--- src/hw/rtl/lbps_pkg.sv ---
// Package for the LED blink pattern sequencer: item types, opcodes,
// register reset values and the two built-in pattern tables.
// No dependencies.
package lbps_pkg;

    localparam int CFG_W = 9;
    localparam int REP_W = 8;
    localparam int IDX_W = 4;

    localparam logic [1:0] OP_TICK    = 2'd0;
    localparam logic [1:0] OP_START_A = 2'd1;
    localparam logic [1:0] OP_START_B = 2'd2;

    localparam logic CFG_IDX_DOT  = 1'b0;
    localparam logic CFG_IDX_DASH = 1'b1;

    localparam logic [CFG_W-1:0] DOT_RESET  = 9'd150;
    localparam logic [CFG_W-1:0] DASH_RESET = 9'd400;

    localparam int LEN_A = 4;
    localparam int LEN_B = 12;

    // One bit per step, step 0 in bit 0.
    localparam logic [LEN_A-1:0] PAT_A_LONG = 4'b1100;
    localparam logic [LEN_A-1:0] PAT_A_LIT  = 4'b0101;
    localparam logic [LEN_B-1:0] PAT_B_LONG = 12'b1001_0001_0001;
    localparam logic [LEN_B-1:0] PAT_B_LIT  = 12'b0101_0101_0101;

    typedef struct packed {
        logic [1:0]       opcode;
        logic [REP_W-1:0] repeat_count;
    } in_item_t;

    typedef struct packed {
        logic led_on;
        logic busy_res;
    } out_item_t;

    typedef struct packed {
        logic             is_long;
        logic             lit;
        logic             wrap;
        logic [IDX_W-1:0] next_index;
    } step_info_t;

endpackage

--- src/hw/rtl/lbps_step_rom.sv ---
// Pattern step lookup: level and length of the current step, and the
// index that follows it. Depends on lbps_pkg.
module lbps_step_rom
    import lbps_pkg::*;
(
    input  logic             pattern_sel,
    input  logic [IDX_W-1:0] step_index,
    output step_info_t       info
);

    logic [IDX_W-1:0] idx;
    logic [IDX_W-1:0] idx_inc;

    always_comb
    begin
        info = '0;
        if (pattern_sel)
        begin
            // Fall back to step 0 on an out-of-range index
            idx = (step_index < IDX_W'(LEN_B)) ? step_index : '0;
            info.is_long = PAT_B_LONG[idx];
            info.lit     = PAT_B_LIT[idx];
            idx_inc      = idx + 1'b1;
            info.wrap    = (idx_inc >= IDX_W'(LEN_B));
        end
        else
        begin
            idx = (step_index < IDX_W'(LEN_A)) ? step_index : '0;
            info.is_long = PAT_A_LONG[idx[1:0]];
            info.lit     = PAT_A_LIT[idx[1:0]];
            idx_inc      = idx + 1'b1;
            info.wrap    = (idx_inc >= IDX_W'(LEN_A));
        end
        info.next_index = info.wrap ? '0 : idx_inc;
    end

endmodule

--- src/hw/rtl/led_blink_pattern_sequencer.sv ---
// Top level of the LED blink pattern sequencer: sequencing state,
// duration registers and result register. Depends on lbps_pkg, lbps_step_rom.
//
// channel  direction  handshake             payload
// in       in         in_valid / in_ready   in_data  (opcode, repeat_count)
// out      out        out_valid / out_ready out_data (led_on, busy_res)
// cfg      in         cfg_we                cfg_index, cfg_data
//
// One item per cycle while in_ready is high; each item's result appears in the result
// register on the cycle after acceptance. The sequencing state updates in the same edge
// that accepts the item. in_ready drops only while a result is held unread and out_ready
// is low. Reset is asynchronous; no clearing pass is needed.
module led_blink_pattern_sequencer
    import lbps_pkg::*;
#(
    parameter int DURATION_BITS = 9
)
(
    input  logic             clk,
    input  logic             rst_n,
    input  logic             in_valid,
    output logic             in_ready,
    input  in_item_t         in_data,
    output logic             out_valid,
    input  logic             out_ready,
    output out_item_t        out_data,
    input  logic             cfg_we,
    input  logic             cfg_index,
    input  logic [CFG_W-1:0] cfg_data
);

    localparam int WIDE = (DURATION_BITS > CFG_W) ? DURATION_BITS : CFG_W;
    localparam logic [WIDE-1:0] DUR_MAX = WIDE'((33'd1 << DURATION_BITS) - 33'd1);

    logic [CFG_W-1:0]         dot_reg, dash_reg;
    logic                     playing_reg, playing_next;
    logic                     sel_reg, sel_next;
    logic [IDX_W-1:0]         idx_reg, idx_next;
    logic [REP_W-1:0]         target_reg, target_next;
    logic [REP_W-1:0]         done_reg, done_next;
    logic [DURATION_BITS-1:0] wait_reg, wait_next;
    logic                     led_reg, led_next;
    logic                     out_valid_reg;
    out_item_t                out_data_reg;

    step_info_t               info;
    logic [WIDE-1:0]          dur_wide;
    logic [DURATION_BITS-1:0] dur_sat;
    logic [DURATION_BITS-1:0] wait_dec;
    logic [REP_W-1:0]         done_inc;
    logic                     accept;

    lbps_step_rom u_rom
    (
        .pattern_sel (sel_reg),
        .step_index  (idx_reg),
        .info        (info)
    );

    assign in_ready  = !out_valid_reg || out_ready;
    assign accept    = in_valid && in_ready;
    assign out_valid = out_valid_reg;
    assign out_data  = out_data_reg;

    // Saturate the step duration to what the wait counter holds
    always_comb
    begin
        dur_wide = WIDE'(info.is_long ? dash_reg : dot_reg);
        dur_sat  = (dur_wide > DUR_MAX) ? DUR_MAX[DURATION_BITS-1:0]
                                        : dur_wide[DURATION_BITS-1:0];
    end

    always_comb
    begin
        playing_next = playing_reg;
        sel_next     = sel_reg;
        idx_next     = idx_reg;
        target_next  = target_reg;
        done_next    = done_reg;
        wait_next    = wait_reg;
        led_next     = led_reg;
        wait_dec     = (wait_reg != '0) ? wait_reg - 1'b1 : wait_reg;
        done_inc     = done_reg + 1'b1;

        case (in_data.opcode)
            OP_START_A, OP_START_B:
            begin
                playing_next = 1'b1;
                sel_next     = (in_data.opcode == OP_START_B);
                idx_next     = '0;
                target_next  = in_data.repeat_count;
                done_next    = '0;
                wait_next    = '0;
            end
            OP_TICK:
            begin
                if (playing_reg)
                begin
                    wait_next = wait_dec;
                    if (wait_dec == '0)
                    begin
                        // Fire the current step
                        led_next  = info.lit;
                        wait_next = dur_sat;
                        idx_next  = info.next_index;
                        if (info.wrap)
                        begin
                            done_next = done_inc;
                            if (done_inc >= target_reg)
                                playing_next = 1'b0;
                        end
                    end
                end
            end
            default:
            begin
            end
        endcase

        // Hold the LED off while idle, unless a tick leaves the wait counter nonzero
        if (!playing_next && (in_data.opcode != OP_TICK || wait_next == '0))
            led_next = 1'b0;
    end

    always_ff @(posedge clk or negedge rst_n)
    begin
        if (!rst_n)
        begin
            dot_reg  <= DOT_RESET;
            dash_reg <= DASH_RESET;
        end
        else if (cfg_we)
        begin
            case (cfg_index)
                CFG_IDX_DOT:  dot_reg  <= cfg_data;
                CFG_IDX_DASH: dash_reg <= cfg_data;
                default:
                begin
                end
            endcase
        end
    end

    always_ff @(posedge clk or negedge rst_n)
    begin
        if (!rst_n)
        begin
            playing_reg <= 1'b0;
            sel_reg     <= 1'b0;
            idx_reg     <= '0;
            target_reg  <= '0;
            done_reg    <= '0;
            wait_reg    <= '0;
            led_reg     <= 1'b0;
        end
        else if (accept)
        begin
            playing_reg <= playing_next;
            sel_reg     <= sel_next;
            idx_reg     <= idx_next;
            target_reg  <= target_next;
            done_reg    <= done_next;
            wait_reg    <= wait_next;
            led_reg     <= led_next;
        end
    end

    always_ff @(posedge clk or negedge rst_n)
    begin
        if (!rst_n)
            out_valid_reg <= 1'b0;
        else if (accept)
            out_valid_reg <= 1'b1;
        else if (out_ready)
            out_valid_reg <= 1'b0;
    end

    always_ff @(posedge clk)
    begin
        if (accept)
        begin
            out_data_reg.led_on   <= led_next;
            out_data_reg.busy_res <= playing_next;
        end
    end

endmodule
--- config.mk ---
export PLATFORM = sky130hd
export DESIGN_NAME = led_blink_pattern_sequencer
export DESIGN_NICKNAME = d
export VERILOG_FILES = /design/src/hw/rtl/lbps_pkg.sv /design/src/hw/rtl/lbps_step_rom.sv /design/src/hw/rtl/led_blink_pattern_sequencer.sv
export SDC_FILE = /design/constraint.sdc
export NUM_CORES = 1
export LEC_CHECK = 0
export BUFFER_PORTS_ARGS = -buffer_cell sky130_fd_sc_hd__clkbuf_2
export CORE_ASPECT_RATIO = 0.75
export CORE_MARGIN = 1.5
export CORE_UTILIZATION = 34
export CTS_BUF_LIST = sky130_fd_sc_hd__clkbuf_16
export CTS_CLUSTER_SIZE = 28
export DETAILED_ROUTE_END_ITERATION = 12
export PLACE_DENSITY = 0.58
export SLEW_MARGIN = 20
export SYNTH_ARGS = -nofsm -noshare
export SYNTH_HDL_FRONTEND = slang
export SYNTH_SLANG_ARGS = --single-unit
--- constraint.sdc ---
create_clock -name clk -period 2.9 [get_ports clk]
set_input_delay 0.145 -clock clk [delete_from_list [all_inputs] [get_ports clk]]
set_output_delay 0.145 -clock clk [all_outputs]
set_load 0.005 [all_outputs]
* Word level (Yosys, flattened, before mapping)
Memories as Yosys holds them, arrays and structs flattened.
Index checks and enable logic that the tools add are counted.
** Word-level totals
- Memory bits (read-only) :: 32
- Output and inout port bits :: 4
- Input bits :: 25
- Register bits after elaboration :: 53
- Word-level logic and storage cells :: 86
- Memories kept :: 2
** Operators by class
- Bitwise gates (word level) :: 1
- Reductions and logical operators :: 19
- Add/sub/neg operators :: 4
- $lt $le $gt $ge :: 8
- Equality and inequality tests :: 5
- Muxes and demuxes :: 35
** Memory list
- (no name shown) :: words 16, width 1, rd ports 1, clocked after Yosys merged registers in 0, wr ports 0, RTL line lbps_step_rom.sv:22 : info.lit = PAT_B_LIT[idx];
- (no name shown) :: words 16, width 1, rd ports 1, clocked after Yosys merged registers in 0, wr ports 0, RTL line lbps_step_rom.sv:21 : info.is_long = PAT_B_LONG[idx];
** Operators by type and width (count)
- 9-bit 2-to-1 mux :: 5
- 4-bit 2-to-1 mux :: 6
- 8-bit 2-to-1 mux :: 3
- 9-bit logical NOT :: 2
- 9-bit one-hot mux with 2 select lines :: 1
- 8-bit one-hot mux with 2 select lines :: 1
- 1-bit 2-to-1 mux :: 14
- 9-bit greater-than comparator, second input constant :: 1
- 9-bit nonzero test :: 1
- 9-bit by 1-bit subtractor with 9-bit output, second input constant :: 1
- 4-bit by 1-bit adder with 4-bit output, second input constant :: 2
- 8-bit by 1-bit adder with 8-bit output, second input constant :: 1
- 8-bit greater-or-equal comparator :: 1
- 4-bit one-hot mux with 2 select lines :: 1
- 2-bit inequality test, second input constant :: 3
- 2-bit AND reduction :: 3
- 2-bit nonzero test :: 3
- 4-bit by 5-bit < comparator with 1-bit output, second input constant :: 1
- 5-bit AND reduction :: 1
- 1-bit binary-select mux with 2-bit select :: 2
- 4-bit by 3-bit greater-or-equal comparator with 1-bit output, second input constant :: 1
- 4-bit greater-or-equal comparator, second input constant :: 1
- 4-bit by 3-bit < comparator with 1-bit output, second input constant :: 1
- 4-bit < comparator, second input constant :: 1
- other kinds (12) :: 15

* Logic depth before layout (Yosys ltp)
Gate-level depths: netlist of the first run.
- Depth after elaboration :: 15
- Mapped depth :: 12
- Depth with buffers taken out :: 12

* Modules after synthesis
From an unflattened synthesis of the first run, not the netlist that was laid out.
** Unflattened totals
- Cells, all modules :: 364
- Area, all modules :: 3478.3 sq um
** Modules (own cells, without submodules)
- led_blink_pattern_sequencer :: times used 1, area each 3254.4 sq um, cells each 331, seq. area each 1345.0 sq um
- lbps_step_rom :: times used 1, area each 224.0 sq um, cells each 33, seq. area each 0.0 sq um

* Least setup slack after synthesis of the first run
OpenSTA, ideal clock, no wires.
- Kind :: register -> register
- Start :: register idx_reg[2]
- End :: register out_data_reg, in the netlist out_data[1], data pin
- Clock period less this slack :: 2.873 ns
- Path slack :: 0.027 ns
- Stages on the path, launching flop included :: 13
- Library setup time :: 0.257 ns
- Required time :: 2.643 ns
- Data arrival time :: 2.615 ns
- Path buffers :: 1
- Path through :: dfrtp_1 -> buf_2 -> nand2_1 -> nand2_1 -> ha_1 -> nor4bb_1 -> a311oi_4 -> mux2i_1 -> or3_1 -> o311ai_1 -> nand3_1 -> o21ai_1 -> nand2b_1
** On the way
- Word-level cells in the longest chain between the ends :: 15
- Elaborated cells between the ends (all ways) :: 35
- Classes of those cells :: add/sub (2); order compare (5); mux (22); reduce/logical (4); memory (2)
** Ends and longest elaborated chain
- start: declaration :: RTL line led_blink_pattern_sequencer.sv:38 : logic [IDX_W-1:0] idx_reg, idx_next;
- start signal: assignment :: RTL line led_blink_pattern_sequencer.sv:160 : idx_reg <= idx_next;
- 4-bit < comparator or 4-bit by 3-bit < comparator with 1-bit output (tied branches) :: RTL line lbps_step_rom.sv:20, lbps_step_rom.sv:28
- 4-bit 2-to-1 mux (on tied branches) :: RTL line lbps_step_rom.sv:20, lbps_step_rom.sv:28
- memory 16 x 1 bit or 1-bit binary-select mux with 2-bit select (tied branches)
- 1-bit 2-to-1 mux (on tied branches) :: RTL line lbps_step_rom.sv:21, lbps_step_rom.sv:29
- 3-bit 2-to-1 mux * :: RTL line lbps_step_rom.sv:17 : if (pattern_sel)
- 9-bit 2-to-1 mux :: RTL line led_blink_pattern_sequencer.sv:68 : dur_wide = WIDE'(info.is_long ? dash_reg : dot_reg);
- 9-bit greater-than comparator :: RTL line led_blink_pattern_sequencer.sv:69 : dur_sat = (dur_wide > DUR_MAX) ? DUR_MAX[DURATION_BITS-1:0]
- 9-bit 2-to-1 mux :: RTL line led_blink_pattern_sequencer.sv:69
- 9-bit 2-to-1 mux :: RTL line led_blink_pattern_sequencer.sv:100 : if (wait_dec == '0)
- 9-bit 2-to-1 mux :: RTL line led_blink_pattern_sequencer.sv:97 : if (playing_reg)
- 9-bit one-hot mux with 2 select lines :: RTL line led_blink_pattern_sequencer.sv:85 : case (in_data.opcode)
- 9-bit logical NOT :: RTL line led_blink_pattern_sequencer.sv:121 : if (!playing_next && (in_data.opcode != OP_TICK || wait_next == '0))
- 1-bit logical OR :: RTL line led_blink_pattern_sequencer.sv:121
- 1-bit logical AND :: RTL line led_blink_pattern_sequencer.sv:121
- 1-bit 2-to-1 mux * :: RTL line led_blink_pattern_sequencer.sv:121
- named net led_next :: RTL line led_blink_pattern_sequencer.sv:42 : logic led_reg, led_next;
- end: declaration :: RTL line led_blink_pattern_sequencer.sv:44 : out_item_t out_data_reg;
Mark *: on every way through the listed nets, which the timed path passes. The rest lies on a longest branch. The select of a mux whose other input is x is not followed.
A chain may end at the register's enable or synchronous reset.

* Final worst setup path of the first run
Ends and elaborated chain as after synthesis.

==> results_dict.tcl, run 1 <==
set metrics [dict create \
    hold_depth 2 \
    antenna_cells 0 \
    async_flop_share 0.9623 \
    layout_common_cells "53 x nand2_1, 44 x dfrtp_1, 29 x buf_4" \
    tightest_slew_ps 806.1 \
    syn_inst 374 \
    max_freq_mhz 344.0 \
    syn_avg_cell_area_um2 9.280 \
    final_cell_count_no_fill 557 \
    drv_slew 0 \
    place_congestion 0.9595 \
    tns_ps -7.203 \
    crit_fanout 4 \
    use_met3 0.03346 \
    layout.nets 466 \
    fin_crit_sh 1.002 \
    start_kind "register" \
    root_buffer "clkbuf_16" \
    cts.sinks 53 \
    status "complete, but fails checks" \
    initial_utilization 0.3551 \
    violations "negative setup slack" \
    cap_violations 0 \
    cts.htree.levels 2 \
    finClkSkew_ps 6.837 \
    cts_buffers 5 \
    layout_commonest_cell "nand2_1" \
    path_class "reg2reg" \
    fp.dieW_um 119.7 \
    gr-total-overflow 0 \
    synth_edf_count 2 \
    grt_start_max_net_pins 27 \
    vias_per_cell 5.346 \
    die_area_um2 10830 \
    critical_path_arrival_ps 2950 \
    crit_path_end_kind "register" \
    layout-drive-gt1-share 0.2847 \
    routed_wl_um 8737 \
    r2r_cells 13 \
    clkTransAtPathRegs_ps 80 \
    slowest_stage "or3_1" \
    fp.dieH_um 90.50 \
    synth_fp_nets 416 \
    min_period_ps 2907 \
    synthFlopType "dfrtp_1" \
    vias 2978 \
    ir_worst_vdd_v 0.0004340 \
    finalSetupViolCount 1 \
    antenna_found_initial 0 \
    ys_warn_count 0 \
    wl_per_cell_um 15.69 \
    total_power_w 0.002966 \
    grt.total_usage 0.1693 \
    p_leak_nw 1.843 \
    fill_cells 985 \
    ant_nets 0 \
    dr.pass1.iters 5 \
    initialDrtViolationCount 186 \
    cts_tree "done" \
    synth.distinct_cells 61 \
    placed_cells 545 \
    powerDensity_nw_per_um2 712.1 \
    port_buffers 28 \
    gr-usage-met1 0.2723 \
    dp_slack_ps 65.87 \
    finish.utilization 0.4261 \
    num_io_pins 29 \
    ys_seq_area_frac 0.3875 \
    min_path_type "in2reg" \
    grt_pass1_wl_um 14790 \
    critPathMaxStageDelay_ps 430 \
    ys_ff_latch 53 \
    ctsLongestPathBuffers 2 \
    rows 31 \
    grt_util_met2 0.2280 \
    synth_area_um2 3471 \
    path_cells "nand2_2 > nand2_1 > ha_1 > nor4bb_2 > buf_4 > a311oi_4 > buf_6 > mux2i_1 > or3_1 > o311ai_2 > nand3_1 > o21ai_2 > nand2b_1" \
    finalHoldViolCount 0 \
    drc 0 \
    max_slew_margin 0.4612 \
    rsz0062_at_grt "true" \
    core_area_um2 9774 \
    top_usage_layer "met1" \
    syn_to_final_growth_pct 20.01 \
    dpl.hpwl_um 6727 \
    grt_pass1_vias 2880 \
    final.setup.worst_slack_ps -7.203 \
    cp.required_ps 2950 \
    clock_latency_ps 290 \
]
-- cell families (layout without fill, tap and decap cells) --
kind of cell / Yosys count / after routing / synth area share
flops: 53 / 53 / 0.3875
compound gates: 89 / 89 / 0.1680
simple gates: 134 / 134 / 0.2012
buf+inv: 35 / 86 / 0.04182
mux: 39 / 39 / 0.1226
xor+xnor: 7 / 7 / 0.01766
fa+ha+maj: 17 / 17 / 0.06128
-- final cells by class --
| cell class | count | area (um^2) | share of cell area |
|---|---|---|---|
| clock buffers | 5 | 125.1 | 0.03004 |
| clock inverters | 3 | 50.05 | 0.01202 |
| inverters | 18 | 67.56 | 0.01622 |
| multi-input cells | 286 | 2013 | 0.4833 |
| flip-flops and latches | 53 | 1345 | 0.3229 |
| well taps | 132 | 165.2 | 0.03965 |
| repair buffers | 60 | 399.1 | 0.09582 |
-- worst paths after layout --
kind                                from             to  slack (ps)
min reg2reg                target_reg[3]  target_reg[3]         510
min in group asynchronous          rst_n  target_reg[1]         420
max                           idx_reg[2]    out_data[1]          -7
min                             in_valid      out_valid          60
max in group asynchronous          rst_n    wait_reg[7]        1690
max reg2reg                   idx_reg[2]    out_data[1]          -7
-- metal layers --
layer	part of all wire	vias up
met2	0.40	117
met3	0.089	9
met1	0.50	1401
met4	0.011	0
li1	-	1451
met5	0	-
-- cells in the mapped netlist (3+ instances only) --
cell,count,share of area
mux2_2,28,0.091
clkbuf_1,13,0.014
nor4_1,3,0.0054
o211ai_1,4,0.0087
inv_1,17,0.018
mux2i_1,11,0.032
o21ai_0,26,0.037
dfrtp_1,44,0.32
ha_1,17,0.061
a31oi_1,3,0.0054
nor4b_1,3,0.0076
xor2_1,3,0.0076
xnor2_1,4,0.010
nor2b_1,5,0.0090
and3_1,3,0.0054
a21o_1,4,0.0087
nand2b_1,9,0.016
nand2_1,54,0.058
dfstp_2,7,0.053
o21ai_1,7,0.010
or4_1,4,0.0087
or3_1,3,0.0054
nand3_1,13,0.019
o22ai_1,3,0.0054
a21oi_1,19,0.027
nor2_1,16,0.017
o21ai_2,4,0.010
a211oi_1,3,0.0065
-- critical path, delay by kind of cell (launching register included) --
family	cells	cell delay, ps
and+or+nand+nor	6	1050
AOI/OAI and AO/OA	3	440
DFF	1	390
adders and majority gates	1	330
buffers and inverters	2	320
muxes	1	130
-- what timing repair did --
action                                 CTS  global route
endpoints found under the hold margin   18             0
setup endpoints to repair                0            20
setup buffers                            0             3
hold buffers                             1             0
gates resized for setup                  0             9
-- power breakdown --
part / switching [W] / internal, W / leakage [nW] / total [W]
combinational: 0.000694 / 0.000566 / 1.11 / 0.00126
clock: 0.000291 / 0.000416 / 0.0859 / 0.000706
sequential: 0.000114 / 0.000885 / 0.644 / 0.000999
total: 0.00110 / 0.00187 / 1.84 / 0.00297
-- stage by stage --
step / hold WS, ps / instance area (um^2)
global placement: 186.1 / 3921
detailed placement: 193.7 / 3921
floorplan: -150.6 / 3471
global route: 76.33 / 4165
CTS: 56.00 / 4106
finish: 63.50 / 4165
No activity file was read; power rests on OpenSTA's default activity.
==> inputs of run 2 (changes only) <==
--- a/config.mk
+++ b/config.mk
@@ -12,7 +12,8 @@
 export CTS_BUF_LIST = sky130_fd_sc_hd__clkbuf_16
 export CTS_CLUSTER_SIZE = 28
 export DETAILED_ROUTE_END_ITERATION = 12
-export PLACE_DENSITY = 0.58
+export HOLD_SLACK_MARGIN = 0.08
+export PLACE_DENSITY = 0.56
 export SLEW_MARGIN = 20
 export SYNTH_ARGS = -nofsm -noshare
 export SYNTH_HDL_FRONTEND = slang
==> constraint.sdc (replaced) <==
create_clock -name clk -period 3.4 [get_ports clk]
set_input_delay 0.17 -clock clk [delete_from_list [all_inputs] [get_ports clk]]
set_output_delay 0.17 -clock clk [all_outputs]
set_load 0.005 [all_outputs]
==> run 2 against run 1 <==
Via count is 2.6% lower. Critical path type unchanged. First-iteration DRC count is 8.1% lower. Sequential power is 12% lower. Hold slack better by 32 ps. Clock power is 23% lower. Critical path depth is 1 lower. Maximum frequency is 3.8% lower. Power is 22% lower. Global-route usage is 1.0 points lower. Combinational power is 30% lower. The flow now finishes without violations. Final area is 5.3% lower. Wire length is 4.3% lower.
==> results_dict.tcl, run 2 (same netlist as run 1, synthesis figures left out) <==
set metrics [dict create \
    cap_violations 0 \
    fp.dieH_um 90.50 \
    drv_slew 0 \
    start_kind "register" \
    root_buffer "clkbuf_16" \
    max_slew_margin 0.4467 \
    placed_cells 528 \
    p_leak_nw 1.727 \
    finalHoldViolCount 0 \
    critPathMaxStageDelay_ps 480 \
    top_usage_layer "met1" \
    initial_utilization 0.3551 \
    powerDensity_nw_per_um2 586.8 \
    dpl.hpwl_um 6390 \
    layout.nets 446 \
    slowest_stage "dfrtp_1" \
    cts.sinks 53 \
    antenna_found_initial 0 \
    min_period_ps 3023 \
    tightest_slew_ps 828.3 \
    ant_nets 0 \
    rsz0062_at_grt "false" \
    syn_to_final_growth_pct 13.66 \
    cts_tree "done" \
    finClkSkew_ps 4.790 \
    layout_common_cells "54 x nand2_1, 44 x dfrtp_1, 28 x mux2_2, 28 x clkbuf_2, 26 x o21ai_0" \
    cts_buffers 5 \
    fin_crit_sh 0.8893 \
    min_path_type "in2reg" \
    path_buf_inv 1 \
    die_area_um2 10830 \
    path_class "reg2reg" \
    crit_fanout 10 \
    drc 0 \
    cts.htree.levels 2 \
    gr-total-overflow 0 \
    wl_per_cell_um 15.57 \
    cp.required_ps 3460 \
    clkTransAtPathRegs_ps 80 \
    fp.dieW_um 119.7 \
    grt_pass1_vias 2660 \
    ir_worst_vdd_v 0.0002650 \
    crit_family "simple AND/OR/NAND/NOR gates" \
    use_met3 0.02146 \
    crit_path_end_kind "register" \
    max_freq_mhz 330.7 \
    grt_start_max_net_pins 52 \
    hold_slack_ps 95.94 \
    tns_ps 0 \
    place_congestion 0.8736 \
    path_cells "nand2_1 > nand2_1 > ha_1 > nor4bb_1 > buf_4 > a311oi_4 > mux2i_1 > or3_1 > o311ai_1 > nand3_1 > o21ai_1 > nand2b_1" \
    clock_latency_ps 300 \
    critical_path_arrival_ps 3080 \
    layout-drive-gt1-share 0.2346 \
    fill_cells 996 \
    port_buffers 28 \
    num_io_pins 29 \
    crit_top_cell "nand2_1" \
    dr.pass1.iters 5 \
    grt_pass1_wl_um 13810 \
    finalSetupViolCount 0 \
    routed_wl_um 8363 \
    rows 31 \
    vias 2901 \
    grt.total_usage 0.1593 \
    layout_commonest_cell "nand2_1" \
    initialDrtViolationCount 171 \
    core_area_um2 9774 \
    gr-usage-met1 0.2549 \
    final_cell_count_no_fill 537 \
    antenna_cells 0 \
    status "complete, no violations" \
    ctsLongestPathBuffers 2 \
    vias_per_cell 5.402 \
    grt_util_met2 0.2203 \
]
## run 2: power by group
part           internal [W]  switching, W  total (W)
logic              0.000390      0.000497   0.000887
clock network      0.000283      0.000262   0.000546
registers          0.000755      0.000128   0.000883
total               0.00143      0.000887    0.00232
## run 2: cell type report
class / instances / area, um^2 / share of cell area
Clock buffer: 5 / 125.1 / 0.03172
Tap cell: 132 / 165.2 / 0.04186
Timing Repair Buffer: 40 / 232.7 / 0.05899
Inverter: 18 / 67.56 / 0.01713
Clock inverter: 3 / 28.78 / 0.007295
Sequential cell: 53 / 1345 / 0.3409
Multi-Input combinational cell: 286 / 1981 / 0.5021
## run 2: through the flow
stage,utilization,worst slack [ps],instance area [um^2],total power (W)
after floorplan,-,527.2,3471,0.001511
after global placement,0.3868,428.1,3781,0.001768
after detailed placement,0.3868,376.9,3781,0.001769
after CTS,0.4036,373.7,3945,0.002321
after global routing,0.4036,103.0,3945,0.002479
final,0.4036,376.5,3945,0.002315
## run 2: path summary, 6_finish.rpt
kind	start	to	slack, ps	cells past startpoint
max in group asynchronous	rst_n	sel_reg	2450	3
min in group asynchronous	rst_n	wait_reg[5]	520	3
worst min register to register	target_reg[2]	target_reg[2]	510	1
worst min-delay path	in_data[3]	target_reg[3]	100	2
worst max-delay path	idx_reg[2]	out_data[1]	380	12
worst max register to register	idx_reg[2]	out_data[1]	380	12
## run 2: routing by layer
layer	wire, um	share of wire
met5	0	0
met4	102	0.012
met3	416	0.050
met2	3419	0.41
met1	4424	0.53
## run 2: repair_timing
item,CTS,global route
hold endpoints to repair,44,0
hold buffers,1,0
gates resized for setup,0,0
setup buffers,0,0
